===== config.mk =====
export PLATFORM = sky130hd
export DESIGN_NAME = fifo_queue_with_key_search_top
export DESIGN_NICKNAME = d
export VERILOG_FILES = /design/src/hw/rtl/fqks_pkg.sv /design/src/hw/rtl/fqks_store.sv /design/src/hw/rtl/fifo_queue_with_key_search_top.sv
export VERILOG_INCLUDE_DIRS = /design/src /design/src/hw/rtl
export SDC_FILE = /design/constraint.sdc
export NUM_CORES = 2
export LEC_CHECK = 0
export BUFFER_PORTS_ARGS = -buffer_cell sky130_fd_sc_hd__buf_2
export CAP_MARGIN = 5
export CORE_MARGIN = 2
export CORE_UTILIZATION = 50
export DETAILED_ROUTE_END_ITERATION = 10
export GPL_TIMING_DRIVEN = 0
export PLACE_DENSITY = 0.68
export SYNTH_ARGS = -nofsm -noshare
export SYNTH_HDL_FRONTEND = slang
export SYNTH_HIERARCHICAL = 1
export SYNTH_SLANG_ARGS = --single-unit

===== constraint.sdc =====
create_clock -name clk -period 10.29 [get_ports clk]
set_input_delay 1.029 -clock clk [delete_from_list [all_inputs] [get_ports clk]]
set_output_delay 1.029 -clock clk [all_outputs]
set_load 0.02 [all_outputs]

===== src/hw/rtl/fifo_queue_with_key_search_top_macros.svh =====
// Assertion helpers shared by the queue RTL.
// Each macro expects clk and rst_n to be visible in the using module.
`ifndef FIFO_QUEUE_WITH_KEY_SEARCH_TOP_MACROS_SVH
`define FIFO_QUEUE_WITH_KEY_SEARCH_TOP_MACROS_SVH

// Same-cycle implication.
`define FQKS_ASSERT_NOW(lbl, ante, cons, msg) \
    lbl: assert property (@(posedge clk) disable iff (!rst_n) (ante) |-> (cons)) \
        else $error(msg);

// Next-cycle implication.
`define FQKS_ASSERT_NEXT(lbl, ante, cons, msg) \
    lbl: assert property (@(posedge clk) disable iff (!rst_n) (ante) |=> (cons)) \
        else $error(msg);

`endif


===== src/hw/rtl/fqks_pkg.sv =====
`timescale 1ns / 1ps
`default_nettype none

package fqks_pkg;

    localparam int KEY_W     = 32;
    localparam int PAYLOAD_W = 32;
    localparam int OUT_CNT_W = 5;

    localparam logic [1:0] CMD_ENQ    = 2'd0;
    localparam logic [1:0] CMD_DEQ    = 2'd1;
    localparam logic [1:0] CMD_SEARCH = 2'd2;

    localparam logic [1:0] ST_OK       = 2'd0;
    localparam logic [1:0] ST_EMPTY    = 2'd1;
    localparam logic [1:0] ST_FULL     = 2'd2;
    localparam logic [1:0] ST_NOTFOUND = 2'd3;

endpackage

`default_nettype wire


===== src/hw/rtl/fqks_store.sv =====
`timescale 1ns / 1ps
`default_nettype none

// Item storage: one write port and one read port, read data registered.
module fqks_store
    import fqks_pkg::*;
#(
    parameter int DEPTH = 16,
    localparam int AW = $clog2(DEPTH)
)
(
    input  wire logic                 clk,
    input  wire logic                 wr_en,
    input  wire logic [AW-1:0]        wr_addr,
    input  wire logic [KEY_W-1:0]     wr_key,
    input  wire logic [PAYLOAD_W-1:0] wr_payload,
    input  wire logic [AW-1:0]        rd_addr,
    output logic      [KEY_W-1:0]     rd_key,
    output logic      [PAYLOAD_W-1:0] rd_payload
);

    logic [KEY_W-1:0]     key_mem [DEPTH];
    logic [PAYLOAD_W-1:0] payload_mem [DEPTH];

    always_ff @(posedge clk)
    begin
        if (wr_en)
        begin
            key_mem[wr_addr]     <= wr_key;
            payload_mem[wr_addr] <= wr_payload;
        end
        rd_key     <= key_mem[rd_addr];
        rd_payload <= payload_mem[rd_addr];
    end

endmodule

`default_nettype wire


===== src/hw/rtl/fifo_queue_with_key_search_top.sv =====
// FIFO queue of DEPTH items (signed key plus payload word) with search by key.
// Input channel in_valid/in_ready carries cmd, key and payload; the output
// channel out_valid/out_ready returns exactly one result per command.
// Commands: enqueue, dequeue (oldest item) and search from the front for the
// first matching key (1-based position). Every result carries occupancy and
// the empty flag as they stand after the command.
// Each command passes through its states in order: enqueue goes from S_IDLE
// to S_DONE, dequeue through S_DEQ_WAIT to S_DONE, and search through
// S_SEARCH to S_DONE, comparing N entries, where N is at most the occupancy;
// the search reads one stored key per cycle from the single read port of the
// item memory. From S_DONE the result moves into the output register, and
// in_ready returns with out_valid.
// One command is processed at a time; a new one is taken once the previous
// result has moved into the output register, so a waiting result does not
// block the next command from entering.
// If the receiver stalls, the finished result of the next command waits in
// its holding register and no further command is accepted.
// Reset empties the queue at once (head, tail and count cleared); the item
// memory itself is not cleared and needs no sweep.
`timescale 1ns / 1ps
`default_nettype none
`include "fifo_queue_with_key_search_top_macros.svh"

module fifo_queue_with_key_search_top
    import fqks_pkg::*;
#(
    parameter int DEPTH = 16
)
(
    input  wire logic                        clk,
    input  wire logic                        rst_n,
    input  wire logic                        in_valid,
    output logic                             in_ready,
    input  wire logic [1:0]                  cmd,
    input  wire logic signed [KEY_W-1:0]     key,
    input  wire logic [PAYLOAD_W-1:0]        payload,
    output logic                             out_valid,
    input  wire logic                        out_ready,
    output logic [1:0]                       status,
    output logic signed [KEY_W-1:0]          out_key,
    output logic [PAYLOAD_W-1:0]             out_payload,
    output logic [OUT_CNT_W-1:0]             position,
    output logic                             is_empty,
    output logic [OUT_CNT_W-1:0]             occupancy
);

    localparam int AW = $clog2(DEPTH);
    localparam int CW = $clog2(DEPTH + 1);

    typedef enum logic [1:0] {
        S_IDLE,
        S_DEQ_WAIT,
        S_SEARCH,
        S_DONE
    } state_t;

    function automatic logic [AW-1:0] ring_next(input logic [AW-1:0] slot);
        if (slot == AW'(DEPTH - 1))
            return '0;
        else
            return slot + 1'b1;
    endfunction

    state_t                 state_reg, state_next;
    logic [AW-1:0]          head_reg, head_next;
    logic [AW-1:0]          tail_reg, tail_next;
    logic [CW-1:0]          count_reg, count_next;
    logic [AW-1:0]          slot_reg, slot_next;
    logic [CW-1:0]          cmp_reg, cmp_next;
    logic [KEY_W-1:0]       key_reg, key_next;

    logic [1:0]             st_pend_reg, st_pend_next;
    logic [KEY_W-1:0]       key_pend_reg, key_pend_next;
    logic [PAYLOAD_W-1:0]   pay_pend_reg, pay_pend_next;
    logic [OUT_CNT_W-1:0]   pos_pend_reg, pos_pend_next;

    logic                   out_valid_reg, out_valid_next;
    logic [1:0]             status_reg, status_next;
    logic [KEY_W-1:0]       out_key_reg, out_key_next;
    logic [PAYLOAD_W-1:0]   out_payload_reg, out_payload_next;
    logic [OUT_CNT_W-1:0]   position_reg, position_next;
    logic                   is_empty_reg, is_empty_next;
    logic [OUT_CNT_W-1:0]   occupancy_reg, occupancy_next;

    logic                   wr_en;
    logic [AW-1:0]          rd_addr;
    logic [KEY_W-1:0]       rd_key;
    logic [PAYLOAD_W-1:0]   rd_payload;

    fqks_store #(
        .DEPTH (DEPTH)
    ) u_store (
        .clk        (clk),
        .wr_en      (wr_en),
        .wr_addr    (tail_reg),
        .wr_key     (key),
        .wr_payload (payload),
        .rd_addr    (rd_addr),
        .rd_key     (rd_key),
        .rd_payload (rd_payload)
    );

    assign in_ready = (state_reg == S_IDLE);
    // During a scan the read port walks ahead of the compare by one entry.
    assign rd_addr  = (state_reg == S_SEARCH) ? slot_reg : head_reg;

    always_comb
    begin
        state_next       = state_reg;
        head_next        = head_reg;
        tail_next        = tail_reg;
        count_next       = count_reg;
        slot_next        = slot_reg;
        cmp_next         = cmp_reg;
        key_next         = key_reg;
        st_pend_next     = st_pend_reg;
        key_pend_next    = key_pend_reg;
        pay_pend_next    = pay_pend_reg;
        pos_pend_next    = pos_pend_reg;
        out_valid_next   = out_valid_reg;
        status_next      = status_reg;
        out_key_next     = out_key_reg;
        out_payload_next = out_payload_reg;
        position_next    = position_reg;
        is_empty_next    = is_empty_reg;
        occupancy_next   = occupancy_reg;
        wr_en            = 1'b0;

        if (out_valid_reg && out_ready)
            out_valid_next = 1'b0;

        case (state_reg)
            S_IDLE:
            begin
                if (in_valid)
                begin
                    key_next      = key;
                    st_pend_next  = ST_OK;
                    key_pend_next = '0;
                    pay_pend_next = '0;
                    pos_pend_next = '0;
                    state_next    = S_DONE;
                    case (cmd)
                        CMD_ENQ:
                        begin
                            if (count_reg == CW'(DEPTH))
                                st_pend_next = ST_FULL;
                            else
                            begin
                                wr_en      = 1'b1;
                                tail_next  = ring_next(tail_reg);
                                count_next = count_reg + 1'b1;
                            end
                        end
                        CMD_DEQ:
                        begin
                            if (count_reg == '0)
                                st_pend_next = ST_EMPTY;
                            else
                            begin
                                head_next  = ring_next(head_reg);
                                count_next = count_reg - 1'b1;
                                state_next = S_DEQ_WAIT;
                            end
                        end
                        CMD_SEARCH:
                        begin
                            st_pend_next = ST_NOTFOUND;
                            if (count_reg != '0)
                            begin
                                slot_next  = ring_next(head_reg);
                                cmp_next   = '0;
                                state_next = S_SEARCH;
                            end
                        end
                        default:
                        begin
                            st_pend_next = ST_OK;
                        end
                    endcase
                end
            end
            S_DEQ_WAIT:
            begin
                key_pend_next = rd_key;
                pay_pend_next = rd_payload;
                state_next    = S_DONE;
            end
            S_SEARCH:
            begin
                if (rd_key == key_reg)
                begin
                    st_pend_next  = ST_OK;
                    pos_pend_next = OUT_CNT_W'(cmp_reg + 1'b1);
                    state_next    = S_DONE;
                end
                else if ((cmp_reg + 1'b1) == count_reg)
                    state_next = S_DONE;
                else
                begin
                    cmp_next  = cmp_reg + 1'b1;
                    slot_next = ring_next(slot_reg);
                end
            end
            S_DONE:
            begin
                if (!out_valid_reg || out_ready)
                begin
                    out_valid_next   = 1'b1;
                    status_next      = st_pend_reg;
                    out_key_next     = key_pend_reg;
                    out_payload_next = pay_pend_reg;
                    position_next    = pos_pend_reg;
                    is_empty_next    = (count_reg == '0);
                    occupancy_next   = OUT_CNT_W'(count_reg);
                    state_next       = S_IDLE;
                end
            end
            default:
            begin
                state_next = S_IDLE;
            end
        endcase
    end

    always_ff @(posedge clk or negedge rst_n)
    begin
        if (!rst_n)
        begin
            state_reg       <= S_IDLE;
            head_reg        <= '0;
            tail_reg        <= '0;
            count_reg       <= '0;
            slot_reg        <= '0;
            cmp_reg         <= '0;
            key_reg         <= '0;
            st_pend_reg     <= ST_OK;
            key_pend_reg    <= '0;
            pay_pend_reg    <= '0;
            pos_pend_reg    <= '0;
            out_valid_reg   <= 1'b0;
            status_reg      <= ST_OK;
            out_key_reg     <= '0;
            out_payload_reg <= '0;
            position_reg    <= '0;
            is_empty_reg    <= 1'b1;
            occupancy_reg   <= '0;
        end
        else
        begin
            state_reg       <= state_next;
            head_reg        <= head_next;
            tail_reg        <= tail_next;
            count_reg       <= count_next;
            slot_reg        <= slot_next;
            cmp_reg         <= cmp_next;
            key_reg         <= key_next;
            st_pend_reg     <= st_pend_next;
            key_pend_reg    <= key_pend_next;
            pay_pend_reg    <= pay_pend_next;
            pos_pend_reg    <= pos_pend_next;
            out_valid_reg   <= out_valid_next;
            status_reg      <= status_next;
            out_key_reg     <= out_key_next;
            out_payload_reg <= out_payload_next;
            position_reg    <= position_next;
            is_empty_reg    <= is_empty_next;
            occupancy_reg   <= occupancy_next;
        end
    end

    assign out_valid   = out_valid_reg;
    assign status      = status_reg;
    assign out_key     = out_key_reg;
    assign out_payload = out_payload_reg;
    assign position    = position_reg;
    assign is_empty    = is_empty_reg;
    assign occupancy   = occupancy_reg;

    `FQKS_ASSERT_NOW(a_count_bound, 1'b1, count_reg <= CW'(DEPTH),
        "item count exceeds depth")
    `FQKS_ASSERT_NEXT(a_count_only_on_transfer, !(in_valid && in_ready),
        $stable(count_reg), "item count changed without an input transfer")
    `FQKS_ASSERT_NEXT(a_full_refused,
        in_valid && in_ready && cmd == CMD_ENQ && count_reg == CW'(DEPTH),
        $stable(tail_reg) && $stable(count_reg), "enqueue on a full queue changed state")
    `FQKS_ASSERT_NOW(a_scan_in_range, state_reg == S_SEARCH, cmp_reg < count_reg,
        "search compare index past the held items")

endmodule

`default_nettype wire


Word level (Yosys, flattened, before mapping)
Memory sizes are Yosys's and may differ from the RTL's. A register that Yosys moved wholly into a read port is not among the register bits.
Cells that the tools add are included.
{"block": "classes", "bitwise": 2, "order_cmp": 0, "muxes": 48, "shift": 0, "n_addsub": 6, "eq_ne": 21, "reduce_logical": 19, "n_div": 0, "multipliers": 0}
{"cell": "$pmux W32 S2", "count": 2}
{"cell": "$mux W5", "count": 9}
{"cell": "$mux W4", "count": 9}
{"cell": "$eq A32 B32 Y1", "count": 1}
{"cell": "$mux W32", "count": 1}
{"cell": "$pmux W5 S2", "count": 3}
{"cell": "$mux W2", "count": 8}
{"cell": "$add A4 B1 Y4 const B", "count": 3}
{"cell": "$eq A4 B4 Y1 const B", "count": 3}
{"cell": "$ne A2 B2 Y1 const B", "count": 6}
{"cell": "$mux W1", "count": 11}
{"cell": "$add A5 B1 Y5 const B", "count": 2}
{"cell": "$pmux W2 S2", "count": 2}
{"cell": "$pmux W2 S4", "count": 1}
{"cell": "$pmux W4 S2", "count": 1}
{"cell": "$reduce_and A4 Y1", "count": 2}
{"cell": "$eq A2 B2 Y1 const B", "count": 3}
{"cell": "$ne A2 B1 Y1 const B", "count": 3}
{"cell": "$pmux W2 S3", "count": 1}
{"cell": "$reduce_and A2 Y1", "count": 3}
{"cell": "$reduce_and A3 Y1", "count": 2}
{"cell": "$reduce_and A6 Y1", "count": 1}
{"cell": "$reduce_bool A2 Y1", "count": 3}
{"cell": "$eq A5 B5 Y1", "count": 1}
{"cell": "12 further kinds", "count": 15}
{"block": "word_totals", "rom_bits": 0, "elab_cells": 116, "output_inout_bits": 79, "reg_bits": 205, "latchBits": 0, "input_bits": 70, "ram_bits": 1024, "memories": 2}
{"name": "u_store.key_mem", "words": 16, "word_bits": 32, "rd": 1, "rd_ports_with_merged_regs": 1, "wr": 1, "line_no": "fqks_store.sv:22", "text": "logic [KEY_W-1:0] key_mem [DEPTH];"}
{"name": "u_store.payload_mem", "words": 16, "word_bits": 32, "rd": 1, "rd_ports_with_merged_regs": 1, "wr": 1, "line_no": "fqks_store.sv:23", "text": "logic [PAYLOAD_W-1:0] payload_mem [DEPTH];"}

Depth between registers and ports, before layout
{"block": "logic_depth", "word_depth": 7, "ltp_mapped": 11, "ltp_nobuf": 10}

Hierarchy
The synthesis kept the hierarchy.
{"mod": "fqks_store", "cells_per_inst": 1647, "instances": 1, "area_each_um2": 39581.7, "seq_area_each_um2": 32030.7}
{"mod": "fifo_queue_with_key_search_top", "cells_per_inst": 645, "instances": 1, "area_each_um2": 8743.4, "seq_area_each_um2": 5131.2}

Worst setup path after synthesis
OpenSTA, ideal clock, no wires.
{"block": "synth_timing", "path_kind": "input to register", "from": "in in_valid", "to": "mem u_store.key_mem[0][0] (enable)", "arrival_ns": 6.820, "stages": 6, "slack_ns": 2.906, "setup_ns": 0.565, "t_required_ns": 9.725, "n_path_buf": 1, "cell_sequence": "and2_1 clkbuf_1 nand2_1 a21oi_1 or3b_2 nor3_1"}
{"block": "synth_between", "elab_chain_cells": 4}
{"element": "from (decl)", "line_no": "fifo_queue_with_key_search_top.sv:32", "text": "input wire logic in_valid,"}
{"element": "$mux W1", "line_no": "fifo_queue_with_key_search_top.sv:135", "text": "if (in_valid)"}
{"element": "$mux W1", "line_no": "fifo_queue_with_key_search_top.sv:132", "text": "case (state_reg)"}
{"element": "named net wr_en", "line_no": "fifo_queue_with_key_search_top.sv:85", "text": "logic wr_en;"}
{"element": "$mux W1", "line_no": "fqks_store.sv:27", "text": "if (wr_en)"}
{"element": "$mux W1 (not written as such)", "line_no": "fqks_store.sv:29", "text": "key_mem[wr_addr] <= wr_key;"}
{"element": "to (decl)", "line_no": "fqks_store.sv:22"}
The timed path passes the listed nets, and every way through them passes these cells.

Worst setup path after layout
{"block": "layout_timing", "from": "reg state_reg[0]", "to": "mem u_store.payload_mem[12][6] (enable)"}
{"block": "layout_between", "elab_chain_cells": 4}
{"element": "from (decl)", "line_no": "fifo_queue_with_key_search_top.sv:64", "text": "state_t state_reg, state_next;"}
{"element": "from (signal assigned)", "line_no": "fifo_queue_with_key_search_top.sv:251", "text": "state_reg <= state_next;"}
{"element": "$logic_not A2 Y1", "line_no": "fifo_queue_with_key_search_top.sv:132"}
{"element": "$mux W1", "line_no": "fifo_queue_with_key_search_top.sv:132"}
{"element": "named net wr_en", "line_no": "fifo_queue_with_key_search_top.sv:85"}
{"element": "$mux W1", "line_no": "fqks_store.sv:27"}
{"element": "$mux W1 (not written as such)", "line_no": "fqks_store.sv:30", "text": "payload_mem[wr_addr] <= wr_payload;"}
{"element": "to (decl)", "line_no": "fqks_store.sv:23"}
The timed path passes the listed nets, and every way through them passes these cells.

==> metrics list <==
- Hold bufs inserted after CTS: 0
- Per-cell routed wire length: 28.1 microns
* Vias: 24,400
- The largest registers in the layout are u_store/key_mem (512), u_store/payload_mem (512).
- GRT Resource Usage Total: 23.1%
- In this run the clock root is driven by a sky130_fd_sc_hd__clkbuf_16.
* Number of nets in the final layout: 2,735
* Critical path arrival: 5.85 ns
- In this run the core area contains 114 standard-cell rows.
- Of the available clock period, the critical path in the final layout requires 52.8%.
- Routability congestion estimate from global placement: 0.786
- Of the total synthesized cell area, the portion taken by XOR and XNOR cells is 0.961%.
* Maximum capacitance violations: 0
- Port buffering added 148 buffers.
* Sequential-to-total area share from yosys stat: 76.9%
* Total Routed Length: 113,000 microns
- Unrepaired setup endpoints after global routing: no
- Summing every instance area after synthesis gives 0.0483 sq mm.
* Wire length of the first global-routing pass: 165,000 microns
* Count of unique library cells instantiated by Yosys: 58
- Syn avg cell area: 21.1 sq um
- Total Power: 0.0161 W
* Number of standard cells after synthesis: 2,292
* Startpoint-to-endpoint class of the critical path: reg -> reg
- LEAKAGE: 19.5 nW
* Clock-pin slew on the worst setup and hold paths: 0.06 ns
- Total half-perimeter wirelength after legalization and detailed placement: 72,700 microns
- Clock tree from TritonCTS: yes
- The H-tree was split into 4 levels.
- The number of antenna violations at the first check in global routing came to 16.
- Syn-to-layout area delta: 16.7%
- The number of hold violations in the final report came to 0.
- In this run, CTS created clock tree buffers numbering 130.
* Die Height: 315 microns
- Worst-case vdd ir drop: 0.161 mV
- Summing the areas of all compound-gate instances in the mapped netlist gives 4.05% of the synthesized area.
* EDFF count, synth: 1,024
* Final worst path period need: 5.44 ns
- Slew at the pin closest to its max-slew limit: 1.32 ns
- For the worst setup path, the data required time is 10.71 ns.
* Buffer depth of the longest clock path: 3
- The initial utilization of the core area, before any placement, comes to 50.2%.
* Critical path startpoint category: flop
- Vias in the first global route: 25,100
- Total congestion overflow: 0
* Remaining routing DRC violations: 0
* Power per cell area: 285 mW/mm^2
- Main synth FF type: sky130_fd_sc_hd__edfxtp_1
- Cells taking the most area after synthesis: sky130_fd_sc_hd__edfxtp_1 (64%), sky130_fd_sc_hd__mux4_2 (12%), sky130_fd_sc_hd__dfrtp_1 (11%), sky130_fd_sc_hd__mux2_2 (2.8%), sky130_fd_sc_hd__dfxtp_1 (2.7%)
* Post-synth net total: 2,377
- In the synthesized netlist, mux cells make up 14.7% of the area.
- Fraction of post-synthesis cell area in the top cell type by area: 63.6%
- Count of instances resized after the clock tree is built: 0
- Entering global routing, the biggest net connects 72 pins.
- Post-Synth Adder-Cell Area: 0.404%
- Core Footprint: 0.0963 sq mm
- Detail-routed via count per cell: 6.05
* Worst-skew pair later-pin latency: 0.73 ns
* Post-route worst setup slack: 4.85 ns
- Sinks on Clock Net: 1,293
- The first routing iteration left 2,671 violations.
- Class of the tightest hold or removal check: in -> async
- The biggest area contributor in the post-synthesis netlist is sky130_fd_sc_hd__edfxtp_1.
- Derived from the worst setup path, the maximum achievable clock frequency is 184 MHz.
* Kind of end point of the critical path: flop
* Post-synthesis async set-or-reset flop share: 15.9%
- Result of the run: finished, final reports clean
- Horizontal die dimension: 315 microns
* Post-place setup slack: 4.84 ns
- Buffers inserted by post-CTS timing repair: 0
- Synthesis warning total: 6
* Max Slew Vio Count: 0
- Between clock sinks in the finished design, the worst skew comes to 0.0222 ns.
- The die covers 0.0992 sq mm.
* First-pass iteration count of the detailed router: 5
* Worst-path maximum fanout: 10
- During I/O placement, the number of pins put on the boundary was 149.
- The detail route stage leaves a number of antenna-violating nets equal to 0.
- Number of failing setup endpoints in the final timing report: 0
* Flops & latches, synth: 1,293
* Share of cells above drive strength 1: 30.9%
* Share of synthesized cell area in and, or, nand and nor gates: 1.56%
- Measured against its own limit, the worst slew margin works out to 11.9%.
- Dominant combinational cell family by area after synthesis: multiplexers
## final cells by class
| class | instances | area [sq um] |
|---|---|---|
| Tap cell | 1276 | 1600 |
| Multi-Input combinational cell | 863 | 10600 |
| Fill cell | 6769 | 39900 |
| Buffer | 121 | 611 |
| Timing Repair Buffer | 226 | 2130 |
| Clock inverter | 60 | 569 |
| Antenna cell | 3 | 7.51 |
| Clock buffer | 180 | 3650 |
| Sequential cell | 1293 | 37200 |
| Inverter | 15 | 56.3 |
## cell usage in the layout, fill, tap and decap left out, drive strengths merged, types with 8 or more instances in the layout
cell	n
edfxtp	1024
buf	287
mux4	256
clkbuf	240
dfrtp	204
a22oi	128
mux2	119
nand2	90
a22o	64
dfxtp	64
clkinv	38
xor2	37
nor2	26
inv	25
a21oi	16
o21ai	15
ha	14
xnor2	13
nor4	8
bufinv	8
## per-layer routing
| layer | vias to the layer above | GRT usage (%) | share of wire, % |
|---|---|---|---|
| met1 | 12900 | 31.2 | 40 |
| met4 | 14 | 7.63 | 2.8 |
| li1 | 10200 | - | - |
| met3 | 216 | 5.58 | 8.4 |
| met5 | - | 0 | 0.081 |
| met2 | 1090 | 37.3 | 49 |
## synthesized netlist by cell type (all sizes together), types with 2 or more instances
library cell	number
o211ai	3
dfxtp	64
nand4	5
nor2	26
a21o	6
edfxtp	1024
a211o	3
dfrtp	204
ha	14
buf	61
xnor2	13
a22oi	128
nor2b	2
clkbuf	60
a211oi	2
mux2	119
mux4	256
and2	4
mux2i	2
o2bb2ai	2
and3	5
xor2	37
a41oi	2
nand2	90
a41o	2
nor3	6
nand2b	4
inv	15
nor4	8
o21ai	15
nand3b	3
nand3	4
a21oi	16
a31oi	6
a22o	64
## per-stage QoR
stage	TNS, ns	hold slack [ns]	instances	area, sq um	utilization, %
floorplan	0	0.427	2292	48300	-
global placement	-818.35	0.434	3716	50700	52.6
detailed placement	0	0.433	3793	52100	54.2
CTS	0	0.242	4033	56400	58.5
global route	0	0.289	4036	56400	58.6
finish	0	0.251	4037	56400	58.6
## critical path, cell delays in order, from the launching register on
cell and delay (ns):
sky130_fd_sc_hd__dfrtp_1 0.42, sky130_fd_sc_hd__inv_1 0.10, sky130_fd_sc_hd__ha_1 0.17, sky130_fd_sc_hd__buf_2 0.20
sky130_fd_sc_hd__and2_1 0.22, sky130_fd_sc_hd__clkbuf_1 0.69, sky130_fd_sc_hd__nand2_1 0.13, sky130_fd_sc_hd__a21oi_1 0.97
sky130_fd_sc_hd__nand3_1 0.54, sky130_fd_sc_hd__nor3_2 1.02, sky130_fd_sc_hd__buf_8 0.25, sky130_fd_sc_hd__buf_6 0.19
sky130_fd_sc_hd__buf_6 0.19
## where the power goes
| group | leakage, nW | switching (W) | total [W] | internal, W |
|---|---|---|---|---|
| clock network | 2.05 | 0.00194 | 0.00463 | 0.00269 |
| logic | 5.10 | 0.00264 | 0.00492 | 0.00228 |
| registers | 12.3 | 0.000349 | 0.00652 | 0.00617 |
| total | 19.5 | 0.00492 | 0.0161 | 0.0111 |
## worst paths after layout
kind	depth (start not counted)	slack, ns	end	startpoint
worst min register to register	1	0.44	pay_pend_reg[23]	u_store/rd_payload[23]
worst max-delay path	12	4.85	u_store/payload_mem[12][6]	state_reg[0]
worst min-delay path	1	0.25	status[1]	rst_n
min in group clk	1	0.44	pay_pend_reg[23]	u_store/rd_payload[23]
max in group asynchronous	3	8.78	pay_pend_reg[22]	rst_n
worst max register to register	12	4.85	u_store/payload_mem[12][6]	state_reg[0]
## cells by family (layout without fill, tap and decap cells)
kind of cell | count (synthesis) | after routing
compound gates | 257 | 257
xor+xnor | 50 | 50
fa+ha+maj | 15 | 15
buf+inv | 136 | 602
flops | 1293 | 1293
mux | 377 | 377
other cells | 0 | 3
simple gates | 164 | 164
Power figures use the tool's default switching activity.
